$ cat config.mk
export PLATFORM = sky130hd
export DESIGN_NAME = rkf_queue
export DESIGN_NICKNAME = d
export VERILOG_FILES = /design/src/rkf_pkg.sv /design/src/rkf_queue.sv
export VERILOG_INCLUDE_DIRS = /design/src /design/src/src
export SDC_FILE = /design/constraint.sdc
export NUM_CORES = 1
export LEC_CHECK = 0
export BUFFER_PORTS_ARGS = -buffer_cell sky130_fd_sc_hd__buf_4
export CAP_MARGIN = 10
export CORE_MARGIN = 2
export CORE_UTILIZATION = 57
export CTS_CLUSTER_DIAMETER = 200
export DETAILED_ROUTE_END_ITERATION = 7
export PLACE_DENSITY = 0.82
export SLEW_MARGIN = 20
export SYNTH_ARGS = -nofsm -noshare
export SYNTH_HDL_FRONTEND = slang
export SYNTH_SLANG_ARGS = --single-unit
export TNS_END_PERCENT = 100
$ cat constraint.sdc
create_clock -name clk -period 3.01 [get_ports clk]
set_input_delay 0.602 -clock clk [delete_from_list [all_inputs] [get_ports clk]]
set_output_delay 0.602 -clock clk [all_outputs]
set_load 0.05 [all_outputs]
$ cat src/rgba_3x3_kernel_filter_unit_macros.svh
// assertion macros shared by the filter unit rtl
`ifndef RGBA_3X3_KERNEL_FILTER_UNIT_MACROS_SVH
`define RGBA_3X3_KERNEL_FILTER_UNIT_MACROS_SVH
`ifndef SYNTH
`define RKF_ASSERT_IMP(label, ante, cons) \
    label: assert property (@(posedge clk) disable iff (!rst_n) (ante) |-> (cons)) \
        else $error("rkf assertion failed");
`define RKF_ASSERT_NEXT(label, ante, cons) \
    label: assert property (@(posedge clk) disable iff (!rst_n) (ante) |=> (cons)) \
        else $error("rkf assertion failed");
`else
`define RKF_ASSERT_IMP(label, ante, cons)
`define RKF_ASSERT_NEXT(label, ante, cons)
`endif
`endif

$ cat src/rkf_pkg.sv
// shared types and constants of the rgba 3x3 kernel filter
package rkf_pkg;

    localparam int PIX_W = 32;
    localparam int CH_W = 8;
    localparam int CFG_W = 12;
    localparam int IDX_W = 2;
    localparam int MODE_W = 3;
    localparam int SUM_W = 13;
    localparam int QUEUE_DEPTH = 4;
    localparam int QPTR_W = 2;
    localparam int QCNT_W = 3;

    localparam logic [IDX_W-1:0] REG_FRAME_WIDTH = 2'd0;
    localparam logic [IDX_W-1:0] REG_FRAME_HEIGHT = 2'd1;
    localparam logic [IDX_W-1:0] REG_FILTER_MODE = 2'd2;

    localparam logic [MODE_W-1:0] MODE_PASS = 3'd0;
    localparam logic [MODE_W-1:0] MODE_INVERT = 3'd1;
    localparam logic [MODE_W-1:0] MODE_BLUR = 3'd2;
    localparam logic [MODE_W-1:0] MODE_EDGE = 3'd3;
    localparam logic [MODE_W-1:0] MODE_EMBOSS = 3'd4;

    localparam logic [CFG_W-1:0] FRAME_WIDTH_RESET = 12'd640;
    localparam logic [CFG_W-1:0] FRAME_HEIGHT_RESET = 12'd480;

    localparam logic [CH_W-1:0] CH_MAX = 8'd255;
    localparam logic [11:0] DIV9_MUL = 12'd3641;

    typedef struct packed {
        logic [CFG_W-1:0]  frame_width;
        logic [CFG_W-1:0]  frame_height;
        logic [MODE_W-1:0] filter_mode;
    } cfg_t;

    typedef struct packed {
        logic valid;
        logic drain;
        logic emit;
        logic sel_middle;
        logic interior;
        logic last;
    } cmd_t;

    typedef struct packed {
        logic [2:0][SUM_W-1:0] sum;
        logic [PIX_W-1:0]      centre;
        logic                  interior;
        logic                  last;
    } qent_t;

endpackage

$ cat src/rkf_queue.sv
// short result queue between the window stage and the output stage
`include "rgba_3x3_kernel_filter_unit_macros.svh"
module rkf_queue import rkf_pkg::*; (
    input  logic              clk,
    input  logic              rst_n,
    input  logic              push,
    input  qent_t             push_data,
    input  logic              pop,
    output qent_t             pop_data,
    output logic              not_empty,
    output logic [QCNT_W-1:0] count
);

    qent_t             entry_reg [QUEUE_DEPTH];
    logic [QPTR_W-1:0] wr_ptr_reg, rd_ptr_reg;
    logic [QCNT_W-1:0] count_reg;

    always_ff @(posedge clk or negedge rst_n)
    begin
        if (!rst_n)
        begin
            wr_ptr_reg <= '0;
            rd_ptr_reg <= '0;
            count_reg <= '0;
        end
        else
        begin
            if (push)
            begin
                wr_ptr_reg <= wr_ptr_reg + QPTR_W'(1);
            end
            if (pop)
            begin
                rd_ptr_reg <= rd_ptr_reg + QPTR_W'(1);
            end
            count_reg <= count_reg + QCNT_W'(push) - QCNT_W'(pop);
        end
    end

    always_ff @(posedge clk)
    begin
        if (push)
        begin
            entry_reg[wr_ptr_reg] <= push_data;
        end
    end

    assign pop_data = entry_reg[rd_ptr_reg];
    assign not_empty = (count_reg != '0);
    assign count = count_reg;

    `RKF_ASSERT_IMP(a_no_overflow, push, count_reg < QCNT_W'(QUEUE_DEPTH))
    `RKF_ASSERT_IMP(a_no_underflow, pop, count_reg != '0)

endmodule

; After elaboration in Yosys (flattened, before gate mapping)
; Memory sizes are Yosys's and may differ from the RTL's.
; Cells that the tools add are included.
; W data, S select, Z words.
[word_totals]
n_memories = 1
elab_cells = 11
out_inout_bits = 77
input_bits = 77
mem_bits_rw = 292
ff_bits = 7
[mem_list]
columns = memory, depth, width, read_ports, rd_ports_with_merged_regs, write_ports, line_no
row1 = entry_reg, 4, 73, 1, 0, 1, rkf_queue.sv:14  ; qent_t entry_reg [QUEUE_DEPTH];
[op_classes]
add_sub_neg = 4
mux = 2
reduce_logical = 1
[op_table]
columns = op, count
row1 = $add A2 B1 Y2 const B, 2
row2 = $add A3 B1 Y3, 1
row3 = $reduce_bool A3 Y1, 1
row4 = $sub A3 B1 Y3, 1
row5 = $mux W1, 2

; Longest topological paths before layout
[depth]
word_depth = 2
mapped_depth = 7
ltp_nobuf = 7

; Worst setup path before layout
; No wires, ideal clock.
[synth_path]
path_kind = register -> register
from = register wr_ptr_reg[0]
to = memory entry_reg[0][0] in the netlist's numbering, enable pin
n_path_buf = 0
synth_period_minus_slack_ns = 2.767
t_arrival_ns = 2.328
setup_time_ns = 0.439
stages_incl_launch_ff = 4
required_time_ns = 2.571
slack_ns = 0.243
path_cell_list = dfrtp_1 -> inv_1 -> ha_1 -> and2_1
[synth_rtl]
columns = element, line_no
row1 = "start, declared", rkf_queue.sv:15  ; logic [QPTR_W-1:0] wr_ptr_reg, rd_ptr_reg;
row2 = "start signal, assigned", rkf_queue.sv:30  ; wr_ptr_reg <= wr_ptr_reg + QPTR_W'(1);
row3 = "end, declared", rkf_queue.sv:14
; Straight into the memory's write port.

==> results.json <==
{
  "relSlewSlack": 0.604,
  "synth_area_mm2": 0.0109,
  "status": "finished, final reports clean",
  "start_kind": "flip-flop",
  "synth.distinct_cells": 16,
  "r2r_setup_slack_ns": 1.10,
  "cts_resized": 0,
  "drt_iter0_markers": 375,
  "antenna_found_initial": 0,
  "dr_wl_met2_mm": 10.0,
  "ys.flop_type": "edfxtp_1",
  "period_minus_slack_ns": 2.71,
  "max_freq_ghz": 0.369,
  "detail-route-antenna-nets": 0,
  "netSwitchingFraction": 0.373,
  "synth_top_cell_by_area": "edfxtp_1",
  "overflow": 0,
  "path_class": "flip-flop to output port",
  "worst-path-max-fanout": 35,
  "worst_ir_drop_vdd_mv": 0.869,
  "synth_seq_cells": 299,
  "cts_tree": "built",
  "grtUsageTotal": 0.192,
  "timing.rr.end": "entry_reg[2][70]$_DFFE_PP_",
  "cts_buffers": 29,
  "setup_tns_ns": 0,
  "start_util": 0.582,
  "cts.sinks": 299,
  "leakage_uw": 0.00458,
  "power_switching_uw": 5660,
  "wl_met1_mm": 7.79,
  "diodes": 0,
  "synth_warnings": 0,
  "async_flop_share": 0.0234,
  "synth.area.top_cells": "edfxtp_1 80%, mux4_2 15%, dfrtp_1 1.6%",
  "multi_input_area_mm2": 0.00184,
  "syn-num-nets": 498,
  "n_fill_cell": 1122,
  "postRouteWirelength_mm": 19.3,
  "drc": 0,
  "p_per_area_mw_per_mm2": 1140,
  "vias": 4867,
  "die_h_um": 142,
  "rsz0062_at_grt": "false",
  "grt_pass1_wl_mm": 29.1,
  "rr_worst_depth": 4,
  "vias_per_cell": 5.77,
  "gp_congestion": 0.724,
  "worst_pin_slew_ns": 0.594,
  "root_buffer": "clkbuf_16",
  "row_count": 50,
  "regArea_mm2": 0.00895,
  "largest_reg_flops": 292,
  "post-route-period-util": 0.901,
  "min_path_type": "input pin to flip-flop",
  "htree_levels": 1,
  "power_frac_comb": 0.407,
  "startpoint": "rd_ptr_reg[0]$_DFFE_PN0P_",
  "p_int_uw": 9530,
  "finClkSkew_ns": 0.00591,
  "max_stage_delay_ns": 0.58,
  "clockBufferDepth": 3,
  "maxCapViolCount": 0,
  "fp.dieW_um": 142,
  "ys_top_cells_by_count": "292 x edfxtp_1, 73 x mux4_2, 7 x buf_2, 7 x dfrtp_1",
  "netlist_instances": 414,
  "arrival_ns": 2.11,
  "yosysMostFrequentCell": "edfxtp_1",
  "grt_pass1_vias": 5234,
  "critPathCaptureType": "output port",
  "highest_layer": "met4",
  "power_frac_seq": 0.375,
  "areaGrowthSynthToFinish_pct": 21.8,
  "avgSynthCellArea_um2": 26.4,
  "p_total_uw": 15200,
  "dr.pass1.iters": 4,
  "p_clk_frac": 0.218,
  "fin_hold_ws_ns": 0.269,
  "final_nets": 677,
  "finalSetupViolations": 0,
  "maxSlewViolCount": 0,
  "grt_max_degree": 41,
  "pin_count": 154,
  "synth_edf_count": 292,
  "die-area_mm2": 0.0203,
  "port_buffers": 153,
  "hpwl_mm": 11.7,
  "crit_end": "pop_data[63]",
  "wl_per_cell_um": 22.9,
  "hold_viol_final": 0,
  "seq_area_frac_synth": 0.819,
  "clock_latency_ns": 0.53,
  "rr_startpoint": "wr_ptr_reg[0]$_DFFE_PN0P_",
  "dr_wl_met3_mm": 1.11,
  "cp_data_required_time_ns": 2.41,
  "synth_top_area_frac": 0.803,
  "coreArea_mm2": 0.0188,
  "clkSlewWorstSetupHoldPaths_ns": 0.06,
  "worstPathCellList": "buf_12, mux4_2, buf_4",
  "critPathSlowestCell": "mux4_2",
  "drive_gt1_frac": 0.456
}
==> how the worst min path moves through the flow <==
stage | endpoint | startpoint | slack, ns | cells after the start
floorplan | count[0]$_DFF_PN0_ | rst_n | 0.31 | 0
global placement | count[0]$_DFF_PN0_ | rst_n | 0.42 | 1
detailed placement | count[0]$_DFF_PN0_ | rst_n | 0.42 | 1
CTS | entry_reg[1][12]$_DFFE_PP_ | push_data[12] | 0.25 | 1
global route | entry_reg[3][1]$_DFFE_PP_ | push_data[1] | 0.25 | 1
finish | rd_ptr_reg[0]$_DFFE_PN0P_ | pop | 0.27 | 2
==> layout by cell type (no fill, tap or decap), drive strengths merged <==
cell / count
dlygate4sd3: 1
clkinvlp: 1
bufinv: 2
ha: 6
o21ai: 1
or3: 1
clkbuf: 34
clkinv: 8
edfxtp: 292
buf: 163
and2: 4
nand2: 2
mux4: 73
fa: 1
dfrtp: 7
xor2: 2
inv: 8
xnor2: 3
==> kinds of logic (layout without fill, tap and decap cells) <==
kind of cell / count (synthesis) / after routing / share of synthesized area
muxes: 73 / 73 / 0.151
adders and majority gates: 7 / 7 / 0.00871
buffers and inverters: 22 / 217 / 0.0132
DFF: 299 / 299 / 0.819
xor gates and xnor gates: 5 / 5 / 0.00401
and+or+nand+nor: 7 / 7 / 0.00355
AOI/OAI and AO/OA: 1 / 1 / 0.000458
==> power groups by stage <==
stage          Combinational (µW)  Clock [µW]  Sequential, µW
2_1_floorplan                4490           0            5770
4_1_cts                      6210        3380            5760
3_3_place_gp                 6130           0            5770
3_5_place_dp                 6190           0            5840
5_1_grt                      6460        3540            5750
6_report                     6180        3310            5690
==> critical path: cells and delay by family (launching register included) <==
kind,cells,cell delay (ns)
buf+inv,2,0.50
flops,1,0.47
mux,1,0.58
==> layout make-up <==
type,count,share of cell area
multi-input combinational,93,0.138
clock inverter,13,0.00932
timing repair buffer,164,0.0994
tap,234,0.0220
sequential,299,0.673
clock buffer,34,0.0560
inverter,6,0.00169
==> per-stage QoR <==
stage	setup WS [ns]	area [µm²]	instances	utilization
6_report	0.299	13300	843	0.708
3_5_place_dp	0.593	12400	794	0.661
2_1_floorplan	0.243	10900	414	-
5_1_grt	0.223	13300	843	0.708
3_3_place_gp	0.602	12400	794	0.661
4_1_cts	0.0172	13300	842	0.708
==> routing by layer <==
layer	GRT usage	vias to the layer above
met4	0.0526	0
met3	0.0377	28
met5	0	-
met2	0.326	145
met1	0.259	2573
li1	-	2121
==> repair_timing <==
action,CTS,global route
hold buffers,1,0
setup buffers,0,1
setup endpoints to repair,0,29
endpoints found under the hold margin,7,0
Note: power is estimated with default switching activity, not from simulation.
