$ cat src/rgba_3x3_kernel_filter_unit_macros.svh
// assertion macros shared by the filter unit rtl
`ifndef RGBA_3X3_KERNEL_FILTER_UNIT_MACROS_SVH
`define RGBA_3X3_KERNEL_FILTER_UNIT_MACROS_SVH
`ifndef SYNTH
`define RKF_ASSERT_IMP(label, ante, cons) \
    label: assert property (@(posedge clk) disable iff (!rst_n) (ante) |-> (cons)) \
        else $error("rkf assertion failed");
`define RKF_ASSERT_NEXT(label, ante, cons) \
    label: assert property (@(posedge clk) disable iff (!rst_n) (ante) |=> (cons)) \
        else $error("rkf assertion failed");
`else
`define RKF_ASSERT_IMP(label, ante, cons)
`define RKF_ASSERT_NEXT(label, ante, cons)
`endif
`endif

$ cat src/rkf_pkg.sv
// shared types and constants of the rgba 3x3 kernel filter
package rkf_pkg;

    localparam int PIX_W = 32;
    localparam int CH_W = 8;
    localparam int CFG_W = 12;
    localparam int IDX_W = 2;
    localparam int MODE_W = 3;
    localparam int SUM_W = 13;
    localparam int QUEUE_DEPTH = 4;
    localparam int QPTR_W = 2;
    localparam int QCNT_W = 3;

    localparam logic [IDX_W-1:0] REG_FRAME_WIDTH = 2'd0;
    localparam logic [IDX_W-1:0] REG_FRAME_HEIGHT = 2'd1;
    localparam logic [IDX_W-1:0] REG_FILTER_MODE = 2'd2;

    localparam logic [MODE_W-1:0] MODE_PASS = 3'd0;
    localparam logic [MODE_W-1:0] MODE_INVERT = 3'd1;
    localparam logic [MODE_W-1:0] MODE_BLUR = 3'd2;
    localparam logic [MODE_W-1:0] MODE_EDGE = 3'd3;
    localparam logic [MODE_W-1:0] MODE_EMBOSS = 3'd4;

    localparam logic [CFG_W-1:0] FRAME_WIDTH_RESET = 12'd640;
    localparam logic [CFG_W-1:0] FRAME_HEIGHT_RESET = 12'd480;

    localparam logic [CH_W-1:0] CH_MAX = 8'd255;
    localparam logic [11:0] DIV9_MUL = 12'd3641;

    typedef struct packed {
        logic [CFG_W-1:0]  frame_width;
        logic [CFG_W-1:0]  frame_height;
        logic [MODE_W-1:0] filter_mode;
    } cfg_t;

    typedef struct packed {
        logic valid;
        logic drain;
        logic emit;
        logic sel_middle;
        logic interior;
        logic last;
    } cmd_t;

    typedef struct packed {
        logic [2:0][SUM_W-1:0] sum;
        logic [PIX_W-1:0]      centre;
        logic                  interior;
        logic                  last;
    } qent_t;

endpackage

$ cat src/rkf_back.sv
// back end: divide, clamp or invert per channel and hold the output word
module rkf_back import rkf_pkg::*; (
    input  logic              clk,
    input  logic              rst_n,
    input  logic [MODE_W-1:0] mode,
    input  logic              q_valid,
    input  qent_t             q_data,
    output logic              pop,
    input  logic              out_ready,
    output logic              out_valid,
    output logic [CH_W-1:0]   out_red,
    output logic [CH_W-1:0]   out_green,
    output logic [CH_W-1:0]   out_blue,
    output logic [CH_W-1:0]   out_alpha,
    output logic              frame_last
);

    logic                 out_valid_reg, load;
    logic [2:0][CH_W-1:0] ch_reg, ch_next;
    logic [CH_W-1:0]      alpha_reg;
    logic                 last_reg;

    function automatic logic [CH_W-1:0] finish_ch(input logic [MODE_W-1:0] m,
                                                  input logic interior,
                                                  input logic [SUM_W-1:0] sum,
                                                  input logic [CH_W-1:0] raw);
        logic [23:0]     prod;
        logic [8:0]      quo;
        logic [CH_W-1:0] res;
        // sum / 9 as a reciprocal multiply, exact over the blur range
        prod = 24'(sum[11:0]) * 24'(DIV9_MUL);
        quo = prod[23:15];
        res = raw;
        case (m)
            MODE_INVERT:
            begin
                res = CH_MAX - raw;
            end
            MODE_BLUR:
            begin
                if (interior)
                begin
                    res = (quo > 9'(CH_MAX)) ? CH_MAX : quo[CH_W-1:0];
                end
            end
            MODE_EDGE, MODE_EMBOSS:
            begin
                if (interior)
                begin
                    if (sum[SUM_W-1])
                    begin
                        res = '0;
                    end
                    else if (sum[SUM_W-2:CH_W] != '0)
                    begin
                        res = CH_MAX;
                    end
                    else
                    begin
                        res = sum[CH_W-1:0];
                    end
                end
            end
            default:
            begin
                res = raw;
            end
        endcase
        return res;
    endfunction

    assign load = !out_valid_reg || out_ready;
    assign pop = q_valid && load;

    always_comb
    begin
        for (int j = 0; j < 3; j++)
        begin
            ch_next[j] = finish_ch(mode, q_data.interior, q_data.sum[j],
                                   q_data.centre[CH_W*j +: CH_W]);
        end
    end

    always_ff @(posedge clk or negedge rst_n)
    begin
        if (!rst_n)
        begin
            out_valid_reg <= 1'b0;
        end
        else if (load)
        begin
            out_valid_reg <= q_valid;
        end
    end

    always_ff @(posedge clk)
    begin
        if (pop)
        begin
            ch_reg <= ch_next;
            alpha_reg <= q_data.centre[PIX_W-1 -: CH_W];
            last_reg <= q_data.last;
        end
    end

    assign out_valid = out_valid_reg;
    assign out_red = ch_reg[0];
    assign out_green = ch_reg[1];
    assign out_blue = ch_reg[2];
    assign out_alpha = alpha_reg;
    assign frame_last = last_reg;

endmodule

$ cat config.mk
export PLATFORM = sky130hd
export DESIGN_NAME = rkf_back
export DESIGN_NICKNAME = d
export VERILOG_FILES = /design/src/rgba_3x3_kernel_filter_unit_macros.svh /design/src/rkf_pkg.sv /design/src/rkf_back.sv
export SDC_FILE = /design/constraint.sdc
export NUM_CORES = 1
export LEC_CHECK = 0
export ABC_AREA = 1
export BUFFER_PORTS_ARGS = -buffer_cell sky130_fd_sc_hd__buf_2
export CORE_MARGIN = 2
export CORE_UTILIZATION = 50
export CTS_CLUSTER_SIZE = 28
export DETAILED_ROUTE_END_ITERATION = 8
export PLACE_DENSITY = 0.7
export SYNTH_ARGS = -nofsm -noshare
export SYNTH_HDL_FRONTEND = slang
export SYNTH_SLANG_ARGS = --single-unit
$ cat constraint.sdc
create_clock -name clk -period 7.1 [get_ports clk]
set_clock_uncertainty 0.2 [all_clocks]
set_input_delay 0.71 -clock clk [delete_from_list [all_inputs] [get_ports clk]]
set_output_delay 0.71 -clock clk [all_outputs]
set_load 0.005 [all_outputs]
=== After elaboration in Yosys (flattened, before gate mapping) ===
Index checks and enable logic that the tools add are counted.

* Add/subtract/negate cells: 3
* Multiply operators: 3
* Order comparisons: 3
* Equality and inequality tests: 4
* Mux-type cells: 18
* Reduce and logical (&&, ||, !) cells: 7

{| class="wikitable"
|+ Operator list
! kind !! number
|-
| 8-bit 2-to-1 mux || 15
|-
| 12-bit by 12-bit multiplier with 24-bit output, second input constant || 3
|-
| 8-bit one-hot mux with 3 select lines || 3
|-
| 9-bit by 8-bit greater-than comparator with 1-bit output, second input constant || 3
|-
| 8-bit subtractor, first input constant || 3
|-
| 4-bit nonzero test || 3
|-
| 3-bit by 2-bit == test with 1-bit output, second input constant || 2
|-
| 3-bit by 1-bit == test with 1-bit output, second input constant || 1
|-
| 3-bit == test, second input constant || 1
|-
| 2-bit OR reduction || 1
|-
| 1-bit logical AND || 1
|-
| 1-bit zero test || 1
|-
| 1-bit logical OR || 1
|}

* Register bits after elaboration: 34
* Bits of input ports: 80
* Output and inout bits: 35
* Word-level logic and storage cells: 44

=== Logic depth before layout (Yosys ltp) ===
* Word-level depth: 5
* Gate-level depth with buffers: 25
* Mapped depth without buffers: 25

=== Least setup slack after synthesis ===
No wires, ideal clock.

* Kind: input-to-reg
* Start point: in q_data[55] (netlist name)
* End point: reg ch_reg (netlist bit out_green[0]) (data pin)
* Setup time: 0.263 ns
* Arrival time: 4.551 ns
* Data required time: 6.637 ns
* Path slack: 2.086 ns
* Stages: 22
* Buffers on the path: 0
* Path through: inv_1 -> fa_1 -> inv_1 -> ha_1 -> inv_1 -> fa_1 -> inv_1 -> fa_1 -> inv_1 -> fa_1 -> inv_1 -> ha_1 -> nand2_1 -> nor2_2 -> and2_1 -> nand3_1 -> nand4_1 -> nand2_2 -> nor2_4 -> nand2_1 -> nand2_1 -> nand4_1

{| class="wikitable"
|+ RTL lines
! what !! RTL line !! text
|-
| from (decl) || rkf_back.sv:7 || <nowiki>input qent_t q_data,</nowiki>
|-
| to (signal assigned) || rkf_back.sv:100 || <nowiki>ch_reg <= ch_next;</nowiki>
|-
| to (decl) || rkf_back.sv:19 || <nowiki>logic [2:0][CH_W-1:0] ch_reg, ch_next;</nowiki>
|}

==> out/metrics.yaml <==
global_route:
  grt_pass1_vias: 8815
  grt_pass1_wl_um: 43710
  grt_busiest_layer: "met2"
  use_met2_pct: 41.35
  grt_use_met3_pct: 2.736
  grt_max_degree: 47
  grt.total_usage_pct: 25.35
  grt_overflow: 0
  grt_antenna_before_repair: 2
  grt_util_met1_pct: 35.58
logic_synthesis:
  synth_top_family_by_area: "adder cells"
  async_flop_share_pct: 2.941
  synth_mux_area_share_pct: 0
  syn_nets: 1726
  synth_flop_cell: "edfxtp_1"
  synth_area_sq_mm: 0.009976
  synth-seq-cells: 34
  yosys_warnings: 0
  synth_compound_area_share_pct: 7.086
  synth-edff-count: 33
  synth_xor_xnor_area_share_pct: 2.371
  syn_avg_cell_area_sq_um: 7.434
  yosys.area_share.simple_pct: 26.63
  synth_fa_ha_area_share_pct: 44.45
  synth.distinct_cells: 38
  seq_area_frac_synth_pct: 10.18
  synthCells: 1342
timing:
  slew_headroom_pct: 32.97
  period_share_pct: 73.51
  fmax_ghz: 0.1916
  drv_slew: 0
  holdWs_ps: 359.5
  setup_tns_ps: 0
  rsz0062_at_grt: "false"
  hold_viol: 0
  finalSetupViolations: 0
  period_minus_slack_ps: 5219
  worst_pin_slew_ps: 1003
die:
  start_util_pct: 51.09
  dieHeight_um: 145.3
  ios: 115
  num_rows: 51
  die_x_um: 145.3
  dieArea_sq_mm: 0.02110
  core_sq_mm: 0.01953
cts:
  post_cts_buffers: 0
  clk_latency_ps: 270
  numCtsBuffers: 5
  clk_pin_slew_worst_paths_ps: 60
  clock_sinks: 34
  clockBufferDepth: 2
  cts_tree: "yes"
  cts-root-buf: "clkbuf_16"
  cts.htree.levels: 2
route:
  finalWirelength_um: 26180
  dr_total_vias: 8984
  drtIter0Drc: 625
  wl_per_cell_um: 15.23
  first_pass_iters: 6
  viasPerCell: 5.226
  drcViolationCount: 0
  ant_nets: 0
place:
  dp_hpwl_um: 22910
  placedInstanceArea_sq_mm: 0.01085
  numPortBuffers: 114
  dp_cells: 1710
  routabilityCongestion: 0.9514
setup_path:
  critical-path-slowest-cell: "fa_1"
  path_class: "input port to flip-flop"
  worstPathMaxFanout: 8
  critPathLaunch: "q_data[54]"
  r2r_start: "out_valid$_DFFE_PN0N_"
  end_kind: "flip-flop"
  cp_common_cell: "inv_1"
  r2r-end: "out_red[4]$_DFFE_PP_"
  critPathCapture: "out_green[1]$_DFFE_PP_"
  cpPeakStageDelay_ps: 540
  cp_num_buf_inv: 7
  cp.depth: 23
  rrSetupSlack_ps: 5470
  required_ps: 6920
  startpoint_type: "input port"
  r2r_cells: 2
  worstPathCellList: "buf_2, inv_1, fa_1, inv_1, ha_1, inv_1, fa_1, inv_1, fa_1, inv_1, fa_1, inv_1, ha_1, nand2_1, nor2_2, and2_1, nand3_1, nand4_1, nand2_2, nor2_4, nand2_1, nand2_1, nand4_1"
  cp.arrival_ps: 5040
  critPathTopFamily: "adder cells"
pwr:
  leakage_nw: 6.192
  peakVddDrop_uv: 185.6
  powerDensity_mw_per_mm2: 340.6
  power.total_mw: 3.745
finish:
  fin_cells: 1719
  stdcell_area_sq_mm: 0.01100
  layout_common_cells: "295 x nand2_1, 227 x inv_1, 220 x ha_1"
  final_nets: 1837
  num_antenna_cells: 0
  synthToLayoutAreaGrowth_pct: 10.23
  drive_above_1_share_pct: 12.04
  final_common_cell: "nand2_1"
run_status:
  status: "finished, final reports clean"
min_path:
  min-delay-path-class: "flip-flop to flip-flop"
run:
  drv_cap: 0
[synthesized netlist by cell type, drive strengths merged (12+ instances only)]
cell    instances  share of area (%)
nand2         300                 11
nor2          183                7.3
fa             84                 17
ha            220                 28
xnor2          12                1.1
or2            23                1.4
nand4          30                1.9
edfxtp         33                9.9
nand3b         14                1.1
nor3           16               0.90
inv           230                8.7
xor2           15                1.3
o21ai          35                1.8
nand3          39                2.2
a21oi          49                2.6
o21bai         14                1.1
a21o           16                1.2
[how the worst min path moves through the flow]
stage,depth (start not counted),to,start
CTS,2,out_valid$_DFFE_PN0N_,out_valid$_DFFE_PN0N_
finish,2,out_valid$_DFFE_PN0N_,out_valid$_DFFE_PN0N_
floorplan,0,out_valid$_DFFE_PN0N_,rst_n
global placement,1,out_valid$_DFFE_PN0N_,rst_n
global route,1,out_alpha[5]$_DFFE_PP_,q_data[31]
detailed placement,1,out_valid$_DFFE_PN0N_,rst_n
[layout make-up]
type	instances	area (sq um)
fill	1902	8529
multi-input combinational	1064	8045
sequential	34	1016
inverter	231	867.1
timing repair buffer	117	595.6
tap	265	331.6
clock buffer	5	125.1
clock inverter	3	16.27
[metrics by stage]
stage               util [%]  setup WS (ps)
floorplan                  -           2086
global placement       55.54           1697
detailed placement     55.54           1610
CTS                    56.32           1894
global route           56.32           1528
finish                 56.32           1881
[cells by family after synthesis]
group | after synthesis
AND/OR/NAND/NOR | 613
buffers and inverters | 244
adder cells (fa/ha/maj) | 304
flip-flops | 34
XOR/XNOR | 27
AO/OA/AOI/OAI | 120
[power breakdown]
part | switching [mW] | total (mW) | internal [mW]
logic | 2.07 | 3.28 | 1.20
registers | 0.00841 | 0.253 | 0.245
clock network | 0.0885 | 0.217 | 0.128
total | 2.17 | 3.75 | 1.57
[metal layers]
layer | wire, um | vias up
met2 | 11760 | 264
met5 | 24 | -
met4 | 769 | 4
li1 | - | 4524
met1 | 12260 | 4145
met3 | 1368 | 47
[worst min-delay path, cell delays in order (launching register included)]
cell     delay (ps)
dfrtp_1         410
nand2_1          70
nand2_1          50
[repair_timing]
item | in CTS | in global routing
endpoints found under the hold margin | 1 | 0
gates resized for setup | 0 | 0
hold buffers | 1 | 0
Note: power is estimated with default switching activity, not from simulation.
