`config.mk`:
```
export PLATFORM = sky130hd
export DESIGN_NAME = rkf_front
export DESIGN_NICKNAME = d
export VERILOG_FILES = /design/src/rkf_pkg.sv /design/src/rkf_front.sv
export VERILOG_INCLUDE_DIRS = /design/src /design/src/src
export SDC_FILE = /design/constraint.sdc
export NUM_CORES = 1
export LEC_CHECK = 0
export BUFFER_PORTS_ARGS = -buffer_cell sky130_fd_sc_hd__clkbuf_2
export CORE_UTILIZATION = 40
export DETAILED_ROUTE_END_ITERATION = 10
export HOLD_SLACK_MARGIN = 0.06
export PLACE_DENSITY = 0.62
export SYNTH_ARGS = -nofsm -noshare
export SYNTH_HDL_FRONTEND = slang
export SYNTH_SLANG_ARGS = --single-unit
```
`constraint.sdc`:
```
create_clock -name clk -period 5.95 [get_ports clk]
set_input_delay 0.2975 -clock clk [delete_from_list [all_inputs] [get_ports clk]]
set_output_delay 0.2975 -clock clk [all_outputs]
set_load 0.03 [all_outputs]
```
`src/rgba_3x3_kernel_filter_unit_macros.svh`:
```
// assertion macros shared by the filter unit rtl
`ifndef RGBA_3X3_KERNEL_FILTER_UNIT_MACROS_SVH
`define RGBA_3X3_KERNEL_FILTER_UNIT_MACROS_SVH
`ifndef SYNTH
`define RKF_ASSERT_IMP(label, ante, cons) \
    label: assert property (@(posedge clk) disable iff (!rst_n) (ante) |-> (cons)) \
        else $error("rkf assertion failed");
`define RKF_ASSERT_NEXT(label, ante, cons) \
    label: assert property (@(posedge clk) disable iff (!rst_n) (ante) |=> (cons)) \
        else $error("rkf assertion failed");
`else
`define RKF_ASSERT_IMP(label, ante, cons)
`define RKF_ASSERT_NEXT(label, ante, cons)
`endif
`endif

```
`src/rkf_pkg.sv`:
```
// shared types and constants of the rgba 3x3 kernel filter
package rkf_pkg;

    localparam int PIX_W = 32;
    localparam int CH_W = 8;
    localparam int CFG_W = 12;
    localparam int IDX_W = 2;
    localparam int MODE_W = 3;
    localparam int SUM_W = 13;
    localparam int QUEUE_DEPTH = 4;
    localparam int QPTR_W = 2;
    localparam int QCNT_W = 3;

    localparam logic [IDX_W-1:0] REG_FRAME_WIDTH = 2'd0;
    localparam logic [IDX_W-1:0] REG_FRAME_HEIGHT = 2'd1;
    localparam logic [IDX_W-1:0] REG_FILTER_MODE = 2'd2;

    localparam logic [MODE_W-1:0] MODE_PASS = 3'd0;
    localparam logic [MODE_W-1:0] MODE_INVERT = 3'd1;
    localparam logic [MODE_W-1:0] MODE_BLUR = 3'd2;
    localparam logic [MODE_W-1:0] MODE_EDGE = 3'd3;
    localparam logic [MODE_W-1:0] MODE_EMBOSS = 3'd4;

    localparam logic [CFG_W-1:0] FRAME_WIDTH_RESET = 12'd640;
    localparam logic [CFG_W-1:0] FRAME_HEIGHT_RESET = 12'd480;

    localparam logic [CH_W-1:0] CH_MAX = 8'd255;
    localparam logic [11:0] DIV9_MUL = 12'd3641;

    typedef struct packed {
        logic [CFG_W-1:0]  frame_width;
        logic [CFG_W-1:0]  frame_height;
        logic [MODE_W-1:0] filter_mode;
    } cfg_t;

    typedef struct packed {
        logic valid;
        logic drain;
        logic emit;
        logic sel_middle;
        logic interior;
        logic last;
    } cmd_t;

    typedef struct packed {
        logic [2:0][SUM_W-1:0] sum;
        logic [PIX_W-1:0]      centre;
        logic                  interior;
        logic                  last;
    } qent_t;

endpackage

```
`src/rkf_front.sv`:
```
// front end: stream position, pending count, emit decisions and line store reads
`include "rgba_3x3_kernel_filter_unit_macros.svh"
module rkf_front import rkf_pkg::*; #(
    parameter int MAX_WIDTH = 2048,
    parameter int MAX_HEIGHT = 2048
) (
    input  logic                         clk,
    input  logic                         rst_n,
    input  cfg_t                         cfg,
    input  logic                         restart,
    input  logic                         take,
    input  logic                         action,
    input  logic [PIX_W-1:0]             px,
    output logic                         rd_en,
    output logic [$clog2(MAX_WIDTH)-1:0] rd_addr,
    output cmd_t                         cmd,
    output logic [$clog2(MAX_WIDTH)-1:0] cmd_addr,
    output logic [PIX_W-1:0]             cmd_px
);

    localparam int CW = $clog2(MAX_WIDTH);
    localparam int RW = $clog2(MAX_HEIGHT);
    localparam int WW = $clog2(MAX_WIDTH + 1);
    localparam int HW = $clog2(MAX_HEIGHT + 1);
    localparam int PW = $clog2(MAX_WIDTH + 2);
    localparam int WEXT = (WW > CFG_W) ? WW : CFG_W;
    localparam int HEXT = (HW > CFG_W) ? HW : CFG_W;

    logic [CW-1:0] col_reg, col_next, ocol_reg, ocol_next, ocol_base;
    logic [RW-1:0] row_reg, row_next, orow_reg, orow_next, orow_base;
    logic [PW-1:0] pend_reg, pend_next, pend_base;
    cmd_t          cmd_reg, cmd_next;
    logic [CW-1:0] cmd_addr_reg;
    logic [PIX_W-1:0] cmd_px_reg;

    logic [WEXT-1:0] fw_ext;
    logic [HEXT-1:0] fh_ext;
    logic [WW-1:0]   eff_w, col_p1, ocol_p1;
    logic [HW-1:0]   eff_h, row_p1, orow_p1;
    logic            at_start, drain_ok, flush, emit_px, emit;

    assign fw_ext = WEXT'(cfg.frame_width);
    assign fh_ext = HEXT'(cfg.frame_height);

    always_comb
    begin
        if (fw_ext == '0)
        begin
            eff_w = WW'(1);
        end
        else if (fw_ext > WEXT'(MAX_WIDTH))
        begin
            eff_w = WW'(MAX_WIDTH);
        end
        else
        begin
            eff_w = WW'(fw_ext);
        end
        if (fh_ext == '0)
        begin
            eff_h = HW'(1);
        end
        else if (fh_ext > HEXT'(MAX_HEIGHT))
        begin
            eff_h = HW'(MAX_HEIGHT);
        end
        else
        begin
            eff_h = HW'(fh_ext);
        end
    end

    assign at_start = (col_reg == '0) && (row_reg == '0);
    assign drain_ok = at_start && (pend_reg != '0);
    // a pixel at frame start drops what the old frame left pending
    assign flush = !action && drain_ok;
    assign ocol_base = flush ? '0 : ocol_reg;
    assign orow_base = flush ? '0 : orow_reg;
    assign pend_base = flush ? '0 : pend_reg;

    assign col_p1 = WW'(col_reg) + WW'(1);
    assign row_p1 = HW'(row_reg) + HW'(1);
    assign ocol_p1 = WW'(ocol_base) + WW'(1);
    assign orow_p1 = HW'(orow_base) + HW'(1);

    assign emit_px = pend_base > PW'(eff_w);
    assign emit = action ? drain_ok : emit_px;

    assign rd_en = take && (!action || drain_ok);
    assign rd_addr = action ? ocol_reg : col_reg;

    always_comb
    begin
        col_next = col_reg;
        row_next = row_reg;
        pend_next = pend_reg;
        ocol_next = ocol_reg;
        orow_next = orow_reg;
        if (restart)
        begin
            col_next = '0;
            row_next = '0;
            pend_next = '0;
            ocol_next = '0;
            orow_next = '0;
        end
        else if (rd_en)
        begin
            ocol_next = ocol_base;
            orow_next = orow_base;
            if (!action)
            begin
                pend_next = emit_px ? pend_base : pend_base + PW'(1);
                if (col_p1 >= eff_w)
                begin
                    col_next = '0;
                    row_next = (row_p1 >= eff_h) ? '0 : RW'(row_p1);
                end
                else
                begin
                    col_next = CW'(col_p1);
                end
            end
            else
            begin
                pend_next = pend_reg - PW'(1);
            end
            if (emit)
            begin
                if (ocol_p1 >= eff_w)
                begin
                    ocol_next = '0;
                    orow_next = (orow_p1 >= eff_h) ? '0 : RW'(orow_p1);
                end
                else
                begin
                    ocol_next = CW'(ocol_p1);
                end
            end
        end
    end

    always_comb
    begin
        cmd_next.valid = rd_en;
        cmd_next.drain = action;
        cmd_next.emit = emit;
        cmd_next.sel_middle = (orow_p1 == eff_h);
        cmd_next.interior = (eff_w >= WW'(3)) && (eff_h >= HW'(3)) &&
                            (ocol_base != '0) && (ocol_p1 < eff_w) &&
                            (orow_base != '0) && (orow_p1 < eff_h);
        cmd_next.last = (ocol_p1 == eff_w) && (orow_p1 == eff_h);
    end

    always_ff @(posedge clk or negedge rst_n)
    begin
        if (!rst_n)
        begin
            col_reg <= '0;
            row_reg <= '0;
            pend_reg <= '0;
            ocol_reg <= '0;
            orow_reg <= '0;
            cmd_reg <= '0;
        end
        else
        begin
            col_reg <= col_next;
            row_reg <= row_next;
            pend_reg <= pend_next;
            ocol_reg <= ocol_next;
            orow_reg <= orow_next;
            cmd_reg <= cmd_next;
        end
    end

    always_ff @(posedge clk)
    begin
        if (rd_en)
        begin
            cmd_addr_reg <= col_reg;
            cmd_px_reg <= px;
        end
    end

    assign cmd = cmd_reg;
    assign cmd_addr = cmd_addr_reg;
    assign cmd_px = cmd_px_reg;

    `RKF_ASSERT_IMP(a_pending_bound, 1'b1, pend_reg <= PW'(eff_w) + PW'(1))

endmodule

```
# After elaboration in Yosys (flattened, before gate mapping)
# Index checks and enable logic that the tools add are counted.
[op_classes] add_sub_neg=6 magnitude_cmp=11 n_eq_ne=3 mux=31 reduce_logical=23
[ops] cell="11-bit 2-to-1 mux" n=21
[ops] cell="12-bit 2-to-1 mux" n=9
[ops] cell="11-bit by 1-bit adder with 12-bit output (second input constant)" n=4
[ops] cell="12-bit greater-or-equal comparator" n=4
[ops] cell="12-bit == test" n=2
[ops] cell="12-bit by 2-bit greater-or-equal comparator with 1-bit output (second input constant)" n=2
[ops] cell="12-bit > comparator (second input constant)" n=2
[ops] cell="12-bit logical NOT" n=2
[ops] cell="12-bit less-than comparator" n=2
[ops] cell="11-bit logical NOT" n=2
[ops] cell="11-bit nonzero test" n=2
[ops] cell="12-bit by 1-bit adder with 12-bit output (second input constant)" n=1
[ops] cell="12-bit > comparator" n=1
[ops] cell="12-bit nonzero test" n=1
[ops] cell="12-bit by 1-bit subtractor with 12-bit output (second input constant)" n=1
[ops] cell="1-bit logical AND" n=10
[ops] cell="2-bit nonzero test" n=2
[ops] cell="3-bit AND reduction" n=1
[ops] cell="2-bit inequality test (second input constant)" n=1
[ops] cell="2-bit AND reduction" n=1
[ops] cell="1-bit logical NOT" n=1
[ops] cell="1-bit logical OR" n=1
[ops] cell="1-bit 2-to-1 mux" n=1
[word_totals] regBits=105 in_bits=64 output_inout_bits=61 wordCells=87

# Longest topological paths before layout
# Gate-level depths: netlist (run 1).
[depth] ltp_word=12 mapped_depth=24 ltp_nobuf=20

# Worst setup path before layout (run 1)
# No wires, ideal clock.
[synth_path] path_type="register to register" startpoint="register pend_reg[0]" endpoint="register ocol_reg[4]" setup_time_ns=0.082 arrival_time_ns=4.771 required_ns=5.868 slack_ns=1.097 path_stages_with_launch=22 n_path_buf=3 synth_period_minus_slack_ns=4.853 path_cell_list="dfrtp_1 inv_1 ha_1 nor3b_4 a41oi_2 and3_1 buf_6 clkbuf_1 nor2_1 ha_1 nand3_1 or3_4 buf_6 xor2_1 ha_1 and2_1 a221o_1 a221o_1 or4b_4 a21oi_4 a41oi_1 a31oi_1"
[synth_via] elab_chain_len=10 word_cells_on_any_way=16 classes_between="1 x add/sub; 2 x order compare; 7 x mux; 6 x reduce/logical"
[synth_lines] element="start, declared" line_no="rkf_front.sv:31" source="logic [PW-1:0] pend_reg, pend_next, pend_base;"
[synth_lines] element="start signal, assigned" line_no="rkf_front.sv:170" source="pend_reg <= pend_next;"
[synth_lines] element="12-bit nonzero test" line_no="rkf_front.sv:74" source="assign drain_ok = at_start && (pend_reg != '0);"
[synth_lines] element="1-bit logical AND" line_no="rkf_front.sv:74"
[synth_lines] element="1-bit logical AND" line_no="rkf_front.sv:76" source="assign flush = !action && drain_ok;"
[synth_lines] element="11-bit 2-to-1 mux" line_no="rkf_front.sv:77" source="assign ocol_base = flush ? '0 : ocol_reg;"
[synth_lines] element="11-bit by 1-bit adder with 12-bit output" line_no="rkf_front.sv:83" source="assign ocol_p1 = WW'(ocol_base) + WW'(1);"
[synth_lines] element="12-bit greater-or-equal comparator" line_no="rkf_front.sv:130" source="if (ocol_p1 >= eff_w)"
[synth_lines] element="11-bit 2-to-1 mux" line_no="rkf_front.sv:130"
[synth_lines] element="11-bit 2-to-1 mux" line_no="rkf_front.sv:128" source="if (emit)"
[synth_lines] element="11-bit 2-to-1 mux" line_no="rkf_front.sv:107" source="else if (rd_en)"
[synth_lines] element="11-bit 2-to-1 mux" line_no="rkf_front.sv:99" source="if (restart)"
[synth_lines] element="end signal, assigned" line_no="rkf_front.sv:171" source="ocol_reg <= ocol_next;"
[synth_lines] element="end, declared" line_no="rkf_front.sv:29" source="logic [CW-1:0] col_reg, col_next, ocol_reg, ocol_next, ocol_base;"
# Several ways; a longest one is shown, not always the timed one. The select of a mux whose other input is x is not followed.
# A chain may end at the register's enable or synchronous reset.

# Worst setup path after layout (run 1)
[layout_path] startpoint="register pend_reg[0]" endpoint="register orow_reg[9]"
[layout_via] elab_chain_len=11 word_cells_on_any_way=20 classes_between="2 x add/sub; 3 x order compare; 9 x mux; 6 x reduce/logical"
[layout_lines] element="12-bit nonzero test" line_no="rkf_front.sv:74"
[layout_lines] element="1-bit logical AND" line_no="rkf_front.sv:74"
[layout_lines] element="1-bit logical AND" line_no="rkf_front.sv:76"
[layout_lines] element="11-bit 2-to-1 mux" line_no="rkf_front.sv:78" source="assign orow_base = flush ? '0 : orow_reg;"
[layout_lines] element="11-bit by 1-bit adder with 12-bit output" line_no="rkf_front.sv:84" source="assign orow_p1 = HW'(orow_base) + HW'(1);"
[layout_lines] element="12-bit greater-or-equal comparator" line_no="rkf_front.sv:133" source="orow_next = (orow_p1 >= eff_h) ? '0 : RW'(orow_p1);"
[layout_lines] element="11-bit 2-to-1 mux" line_no="rkf_front.sv:133"
[layout_lines] element="11-bit 2-to-1 mux" line_no="rkf_front.sv:130"
[layout_lines] element="11-bit 2-to-1 mux" line_no="rkf_front.sv:128"
[layout_lines] element="11-bit 2-to-1 mux" line_no="rkf_front.sv:107"
[layout_lines] element="11-bit 2-to-1 mux" line_no="rkf_front.sv:99"
[layout_lines] element="end signal, assigned" line_no="rkf_front.sv:172" source="orow_reg <= orow_next;"
[layout_lines] element="end, declared" line_no="rkf_front.sv:30" source="logic [RW-1:0] row_reg, row_next, orow_reg, orow_next, orow_base;"
# Several ways; a longest one is shown, not always the timed one. The select of a mux whose other input is x is not followed.

==> results.md, run 1 <==
- Synth Instances: 745
- Routed WL: 18600 um
- DR pass1 iterations: 4
- Synthesized area per cell: 9.61 um^2
- CP Launch Type: flop
- Adder-Cell Fraction of Synth Area: 0.122
- Routed vias: 5985
- Final Hold Viols: 0
- I/O Buffers: 121
- Unique cell type count in the Yosys netlist: 64
- Vias in the first global route: 5766
- Crit end category: flop
- Crit path DAT: 5360 ps
- Status: completed
- Setup CP Type: flop to flop
- Fin crit period: 5110 ps
- Pin count of the biggest net entering global routing: 63
- 1st-iter DRT viols: 292
- Synth Flop Type: dfrtp_1
- CP required: 6200 ps
- Most frequent cells in the layout: clkbuf_2 (120), nand2_1 (76), ha_1 (70), dfrtp_1 (62), nor2_1 (53)
- Synth Area in Compound Gates: 0.167
- # nets final: 984
- PwrDens: 319 nW/um^2
- Max reg flops: 32
- Async set or reset register ratio after synthesis: 0.590
- Final setup violation count: 0
- Fillcell total: 1714
- EDFF count, synth: 43
- Post-synthesis xor/xnor area fraction: 0.0514
- Max-slew headroom: 0.184
- Unrepaired setup endpoints after global routing: no
- Syn nets: 879
- First-pass GRT wire length: 30000 um
- FF+latch count, synth: 105
- Fmax: 196 MHz
- Most common cell after layout, fill and taps aside: clkbuf_2
- DP HPWL: 13800 um
- PostCTS Resize Cnt: 0
- Drt wl/cell: 17.2 um
- Starting density of the core: 0.412
- Synthesized area: 7160 um^2
- Depth of the CTS H-tree: 3
- Peak VDD IR: 0.170 mV
- Multi-input logic area: 4030 um^2
- Final period util: 0.858
- Vias/cell: 5.54
- Routability cong.: 0.825
- Leak: 0.00379 uW
- Die H: 136 um
- Main combinational cell family by area after synthesis: simple AND/OR/NAND/NOR gates
- Tightest Pin Transition: 1210 ps
- Drt drc: 0
- Skew final: 8.83 ps
- Synth warn: 0
- Synth-to-Final Area Change: 15.4%
- Setup_tns: 0 ps
- CTS tree: done
- Worst skew pair latency: 360 ps
- GRT Overall Usage: 0.212
- WHS: 105 ps
- Core box area: 17400 um^2
- Max Slew Vio Count: 0
- Post-CTS Setup Bufs: 0
- Clock sink total: 105
- HP Class: input pin to flop
- Max-Cap Viols: 0
- Initial antenna violation count: 0
- Diode count: 0
- Post-route ant nets: 0
- Register Area: 2840 um^2
- Layout cells sized above 1: 0.205
- Multiplexer share of the synthesized area: 0.0233
- Global-route congestion overflow total: 0
- Io pins: 125
- CP Max Fanout: 11
- Seq/Total Area, Yosys: 0.397
- Clock Path Buffers: 2
- Rows: 48
- CTS Root Cell: clkbuf_16
- CTS Hold Bufs: 0
- Total die area: 18400 um^2
- Reg clk slew, reported paths: 80 ps
- Synth Area in Simple Gates: 0.199
- Total CTS buffers: 9
- Die width: 136 um
-- area by class of cell --
cell class,instances,share of cell area
clock buffer,9,0.0273
clock inverter,7,0.0115
inverter,30,0.0136
multi-input combinational,574,0.488
sequential,105,0.344
tap,225,0.0341
timing repair buffer,130,0.0815
-- worst paths after layout --
| path | from | to | slack (ps) | cells past startpoint |
|---|---|---|---|---|
| worst min-delay path | px[11] | cmd_px[11] | 110 | 1 |
| worst max register to register | pend_reg[0] | orow_reg[9] | 840 | 18 |
| worst max-delay path | pend_reg[0] | orow_reg[9] | 840 | 18 |
| min in group asynchronous | rst_n | row_reg[0] | 140 | 2 |
| worst min register to register | orow_reg[1] | orow_reg[1] | 530 | 1 |
| max in group asynchronous | rst_n | col_reg[7] | 5200 | 2 |
-- stage by stage --
stage	instances	power (uW)	worst slack (ps)	util	cell area (um^2)
after detailed placement	1064	2010	900	0.457	7940
after global routing	1080	2820	406	0.476	8260
final	1080	2640	842	0.476	8260
after global placement	1064	2000	917	0.457	7940
after CTS	1080	2660	858	0.476	8260
after floorplan	745	1720	1100	-	7160
-- cells by family after synthesis --
family / count (synthesis)
adders and majority gates: 70
xor gates and xnor gates: 42
AOI/OAI and AO/OA: 169
DFF: 105
muxes: 15
and+or+nand+nor: 278
buffers and inverters: 66
-- Yosys cell counts (3+ instances only) --
cell type / number / share of area
a211oi_1: 8 / 0.0084
a21o_1: 11 / 0.012
a21oi_1: 28 / 0.020
a221o_1: 4 / 0.0056
a22o_1: 25 / 0.031
a22oi_1: 6 / 0.0063
a31oi_1: 6 / 0.0052
and2_1: 12 / 0.010
and3_1: 16 / 0.014
and4_1: 5 / 0.0061
buf_1: 3 / 0.0016
buf_2: 7 / 0.0049
buf_6: 4 / 0.0063
clkbuf_1: 22 / 0.012
dfrtp_1: 62 / 0.22
edfxtp_1: 43 / 0.18
ha_1: 70 / 0.12
inv_1: 28 / 0.015
mux2_2: 13 / 0.020
nand2_1: 76 / 0.040
nand2b_1: 4 / 0.0035
nand3_1: 37 / 0.026
nand4_1: 14 / 0.012
nor2_1: 53 / 0.028
nor2b_1: 9 / 0.0079
nor3_1: 14 / 0.0098
nor4_1: 11 / 0.0096
nor4b_1: 4 / 0.0049
o211ai_1: 10 / 0.010
o21a_1: 8 / 0.0084
o21ai_0: 29 / 0.020
o22ai_1: 9 / 0.0079
o31a_1: 3 / 0.0037
or2_2: 4 / 0.0035
or3_1: 8 / 0.0070
xnor2_1: 22 / 0.027
xor2_1: 20 / 0.024
-- where the power goes --
part / total [uW] / internal (uW) / leakage [uW] / switching, uW
sequential: 978 / 876 / 0.00126 / 102
clock: 641 / 340 / 0.000157 / 301
combinational: 1020 / 368 / 0.00238 / 650
-- routing by layer --
layer,global-route usage,up-vias,part of all wire
li1,-,2981,-
met1,0.283,2814,0.48
met2,0.353,174,0.46
met5,0,-,0
met3,0.0344,16,0.052
met4,0.0587,0,0.011
-- worst max-delay path: stages, from the launching register on --
cell     delay, ps
dfrtp_1        440
inv_1           80
ha_1           200
nor3b_4        300
a41oi_2        190
and3_1         230
nor2_1         140
ha_1           290
nand3_1        170
or3_4          460
xor2_1         190
ha_1           260
and2_1         180
a221o_1        290
a221o_1        420
nor2_1         430
nor4_1          80
and3_1         360
a22o_1         290
Power figures use the tool's default switching activity.
==> inputs of run 2 (changes only) <==
Settings changed: ABC_AREA from default to 1.
==> results.md, run 2 <==
- Status: finished, violations left
- Failing checks: DRC
- Starting density of the core: 0.411
- Crit path DAT: 4970 ps
- EDFF count, synth: 43
- Finished Layout Cells: 1304
- Total die area: 19200 um^2
- Routed WL: 19000 um
- Total CTS buffers: 9
- Drt wl/cell: 14.6 um
- Clock sink total: 105
- Most common cell after layout, fill and taps aside: nand2_1
- CTS tree: done
- Drt drc: 21
- DP HPWL: 15000 um
- Diode count: 0
- Metal3 WL: 1030 um
- Fillcell total: 1791
- Most common cell in the synthesized netlist: nand2_1
- Worst skew pair latency: 360 ps
- Vias/cell: 5.18
- Global-route congestion overflow total: 0
- First-pass GRT wire length: 30900 um
- M1 wire length: 8730 um
- Unique cell type count in the Yosys netlist: 47
- Max-Cap Viols: 0
- Top Layer Used: met4
- CP required: 6190 ps
- GRT Overall Usage: 0.202
- Synth Flop Type: dfrtp_1
- Pin count of the biggest net entering global routing: 63
- Routability cong.: 0.939
- Synth warn: 0
- I/O Buffers: 121
- CP max-delay cell: dfrtp_1
- Peak VDD IR: 0.157 mV
- Leak: 0.00422 uW
- Placed cells: 1288
- Post-route ant nets: 0
- Io pins: 125
- Final Hold Viols: 0
- Vias in the first global route: 6254
- PwrDens: 284 nW/um^2
- Clock Path Buffers: 2
- Synth-to-Final Area Change: 14.7%
- Synth Instances: 954
- Initial antenna violation count: 0
- Syn nets: 1088
- Max Slew Vio Count: 0
- CTS Root Cell: clkbuf_16
- Skew final: 13.1 ps
- HP Class: input pin to flop
- Setup_tns: 0 ps
- Fmax: 211 MHz
- CP delay by family, top: simple AND/OR/NAND/NOR gates
- Crit end category: flop
- Routed vias: 6760
- Synth area leaders: dfrtp_1 (21%), edfxtp_1 (17%), ha_1 (12%), nand2_1 (9.9%), inv_1 (6.1%)
- CP Max Fanout: 19
- Core box area: 18100 um^2
- # nets final: 1204
- Rows: 49
- Reg clk slew, reported paths: 80 ps
- Post-synth top area cell: dfrtp_1
- Met2 wire len: 8830 um
- PostCTS Resize Cnt: 0
- Die H: 139 um
- Seq/Total Area, Yosys: 0.381
- Worst path bufs/invs: 4
- CP Launch Type: flop
- Tightest Pin Transition: 860 ps
- Final setup violation count: 0
- Final period util: 0.796
- Max reg flops: 32
- Unrepaired setup endpoints after global routing: no
- Most frequent cells in the layout: nand2_1 (196), inv_1 (121), clkbuf_2 (120), nor2_1 (86), o21ai_0 (82)
- Layout cells sized above 1: 0.170
- Setup CP Type: flop to flop
- CTS Hold Bufs: 0
- Crit path largest cell delay: 420 ps
- Post-synth top cells: nand2_1 (196), inv_1 (122), nor2_1 (86)
- Max-slew headroom: 0.427
- Synthesized area per cell: 7.82 um^2
- DR pass1 iterations: 8
- 1st-iter DRT viols: 373
- Die width: 139 um
- Post-CTS Setup Bufs: 0
- FF+latch count, synth: 105
- Depth of the CTS H-tree: 3
- Async set or reset register ratio after synthesis: 0.590
- Fin crit period: 4740 ps
- Top cell type's share of synthesized area: 0.208
- Synthesized area: 7460 um^2
==> run 2: logic make-up (layout without fill, tap and decap cells) <==
group / after synthesis / in the layout / synth area share
xor gates and xnor gates: 28 / 28 / 0.0329
and+or+nand+nor: 440 / 440 / 0.273
buffers and inverters: 149 / 270 / 0.0800
adders and majority gates: 70 / 70 / 0.117
AOI/OAI and AO/OA: 162 / 162 / 0.115
DFF: 105 / 105 / 0.381
==> run 2: metrics by stage <==
| step | instance area (um^2) | power [uW] | setup slack, ps | hold slack (ps) | utilization |
|---|---|---|---|---|---|
| finish | 8560 | 2430 | 1210 | 115 | 0.472 |
| global placement | 8280 | 1860 | 1290 | 462 | 0.456 |
| detailed placement | 8280 | 1870 | 1240 | 467 | 0.456 |
| floorplan | 7460 | 1630 | 2210 | 1.91 | - |
| global route | 8560 | 2610 | 838 | 96.4 | 0.472 |
| CTS | 8560 | 2450 | 1250 | 104 | 0.472 |
==> run 2: path summary, 6_finish.rpt <==
check	depth (start not counted)	end	from	slack [ps]
min in group asynchronous	2	pend_reg[8]	rst_n	120
max in group asynchronous	2	ocol_reg[7]	rst_n	5250
worst max register to register	26	orow_reg[8]	col_reg[0]	1210
worst min-delay path	1	cmd_px[7]	px[7]	110
worst min register to register	0	cmd_addr[1]	col_reg[1]	490
worst max-delay path	26	orow_reg[8]	col_reg[0]	1210
==> run 2: per-layer routing <==
layer | vias to the layer above | global-route usage
li1 | 3445 | -
met1 | 3095 | 0.262
met2 | 189 | 0.344
met3 | 31 | 0.0376
met4 | 0 | 0.0615
met5 | - | 0
==> run 2: layout make-up <==
class                   instances  area (um^2)  area share
clock inverters                 6         51.3     0.00599
clock buffers                  10          229      0.0268
flip-flops and latches        105         2840       0.332
well taps                     229          287      0.0335
inverters                     127          477      0.0557
multi-input cells             700         4020       0.470
repair buffers                127          651      0.0760
==> run 2: power by group <==
group	internal, uW	switching [uW]	total, uW	leakage, uW
logic	285	656	941	0.00282
registers	854	55.8	909	0.00126
clock network	291	288	579	0.000139
total	1430	1000	2430	0.00422
==> run 2: worst register-to-register path, delay by kind of cell, from the launching register on <==
kind / cells / cell delay, ps
buffers and inverters: 4 / 450
AO/OA/AOI/OAI: 2 / 270
flip-flops: 1 / 420
XOR/XNOR: 1 / 200
AND/OR/NAND/NOR: 16 / 2500
adder cells (fa/ha/maj): 3 / 800
==> inputs of run 3 (changes only) <==
Settings changed: PLACE_DENSITY 0.62 to 0.64.
Clock period 5.95 ns to 4.11 ns, I/O delays scaled along.
==> results.md, run 3 (same netlist as run 2, synthesis figures left out) <==
- Total CTS buffers: 9
- Fillcell total: 1710
- CTS Root Cell: clkbuf_16
- Initial antenna violation count: 0
- CP Launch Type: flop
- Vias/cell: 5.16
- Routed WL: 20100 um
- Pre-CTS WS: 54.6 ps
- Crit path DAT: 4040 ps
- Multi-input logic area: 4100 um^2
- Fin crit period: 3840 ps
- Clock sink total: 105
- Io pins: 125
- Core box area: 18100 um^2
- Final setup violation count: 0
- CP required: 4320 ps
- Leak: 0.00453 uW
- Max-slew headroom: 0.483
- HP Class: input pin to flop
- Tot Pwr: 3700 uW
- # nets final: 1273
- Skew final: 11.8 ps
- Worst skew pair latency: 360 ps
- Peak VDD IR: 0.233 mV
- CTS tree: done
- Register Area: 2840 um^2
- DP HPWL: 15400 um
- Layout cells sized above 1: 0.206
- Status: finished, violations left
- I/O Buffers: 121
- Die width: 139 um
- Routed vias: 7080
- Drt wl/cell: 14.7 um
- First-pass GRT wire length: 32800 um
- Finished Layout Cells: 1373
- Depth of the CTS H-tree: 3
- Diode count: 0
- Vias in the first global route: 6680
- Post-route ant nets: 0
- Most common cell after layout, fill and taps aside: nand2_1
- Max-Cap Viols: 0
- Drt drc: 22
- Clock Path Buffers: 2
- Max Slew Vio Count: 0
- Reg2reg setup slack: 270 ps
- Die H: 139 um
- Pin count of the biggest net entering global routing: 46
- WHS: 230 ps
- Failing checks: DRC
- Rows: 49
- Placed cell area: 8490 um^2
- Placed cells: 1316
- PwrDens: 400 nW/um^2
- 1st-iter DRT viols: 498
- Fmax: 261 MHz
- Global-route congestion overflow total: 0
- Max reg flops: 32
- Tightest Pin Transition: 774 ps
- Setup CP Type: flop to flop
- Crit end category: flop
- Crit path from: col_reg[1]
- Hold_sp: restart
- GRT Overall Usage: 0.214
- Final Instance Area: 9240 um^2
- Starting density of the core: 0.411
- RR Startpoint: col_reg[1]
- Routability cong.: 0.935
- Worst Slack Setup Final: 274 ps
- DR pass1 iterations: 9
- Reg clk slew, reported paths: 80 ps
- Synth-to-Final Area Change: 23.8%
- Total die area: 19200 um^2
- Final period util: 0.933
- CP Max Fanout: 6
- Final Hold Viols: 0
- Most frequent cells in the layout: nand2_1 (194), clkbuf_2 (120), inv_1 (117), nor2_1 (83), o21ai_0 (82)
[run 3: changes by cell type in the layout (fill, tap and decap cells not counted), moves of 3 or more]
cell           before  now
nand3_1            64   61
inv_2               6    9
nor2_1             86   83
ha_1               70   66
ha_2                0    3
dlygate4sd3_1       0   33
inv_1             121  117
buf_4               6   40
[run 3: worst paths after layout]
kind,depth (start not counted),end
max,26,orow_reg[0]
min,2,row_reg[3]
max reg2reg,26,orow_reg[0]
min reg2reg,2,orow_reg[9]
max in group asynchronous,3,col_reg[3]
min in group asynchronous,2,pend_reg[7]
[run 3: stage by stage]
step                      utilization  setup TNS [ps]
after floorplan                     -               0
after global placement          0.468               0
after detailed placement        0.468               0
after CTS                       0.501               0
after global routing            0.509           -18.2
final                           0.509               0
[run 3: critical path, stage by stage, from the launching register on]
cell and delay (ps):
dfrtp_1 410, inv_2 90, ha_2 190, inv_1 40, nor2_1 110, nand3_2 120, nor2_4 170, nand3_4 110
nor2_8 190, buf_6 160, nor2_2 50, ha_2 180, nand3_2 110, nor2_4 60, nand3_1 80, xor2_1 190
inv_1 70, ha_1 290, nand3_1 90, nor3_2 200, nand4_1 150, inv_1 110, nor2_1 70, nand2_2 120
inv_2 70, o21ai_0 150, o21ai_0 110
[run 3: timing repair]
action | in CTS | in global routing
resized for setup | 0 | 26
buffers inserted | 0 | 8
endpoints found under the setup margin | 0 | 23
hold endpoints to repair | 57 | 0
hold buffers | 33 | 0
[run 3: layout make-up]
cell class | count | share of cell area
multi-input combinational | 700 | 0.443
sequential | 105 | 0.308
timing repair buffer | 196 | 0.136
inverter | 127 | 0.0516
tap | 229 | 0.0310
clock buffer | 10 | 0.0248
clock inverter | 6 | 0.00542
[run 3: metal layers]
| metal | track usage | wire length, um | part of all wire |
|---|---|---|---|
| met1 | 0.275 | 9060 | 0.45 |
| met2 | 0.359 | 9170 | 0.46 |
| met3 | 0.0297 | 1190 | 0.059 |
| met4 | 0.0964 | 703 | 0.035 |
| met5 | 0 | 0 | 0 |
[run 3: power breakdown]
group          leakage, uW  internal [uW]  switching [uW]
Combinational      0.00313            535            1010
Sequential         0.00126           1240            76.0
Clock             0.000135            421             416
Total              0.00453           2190            1500
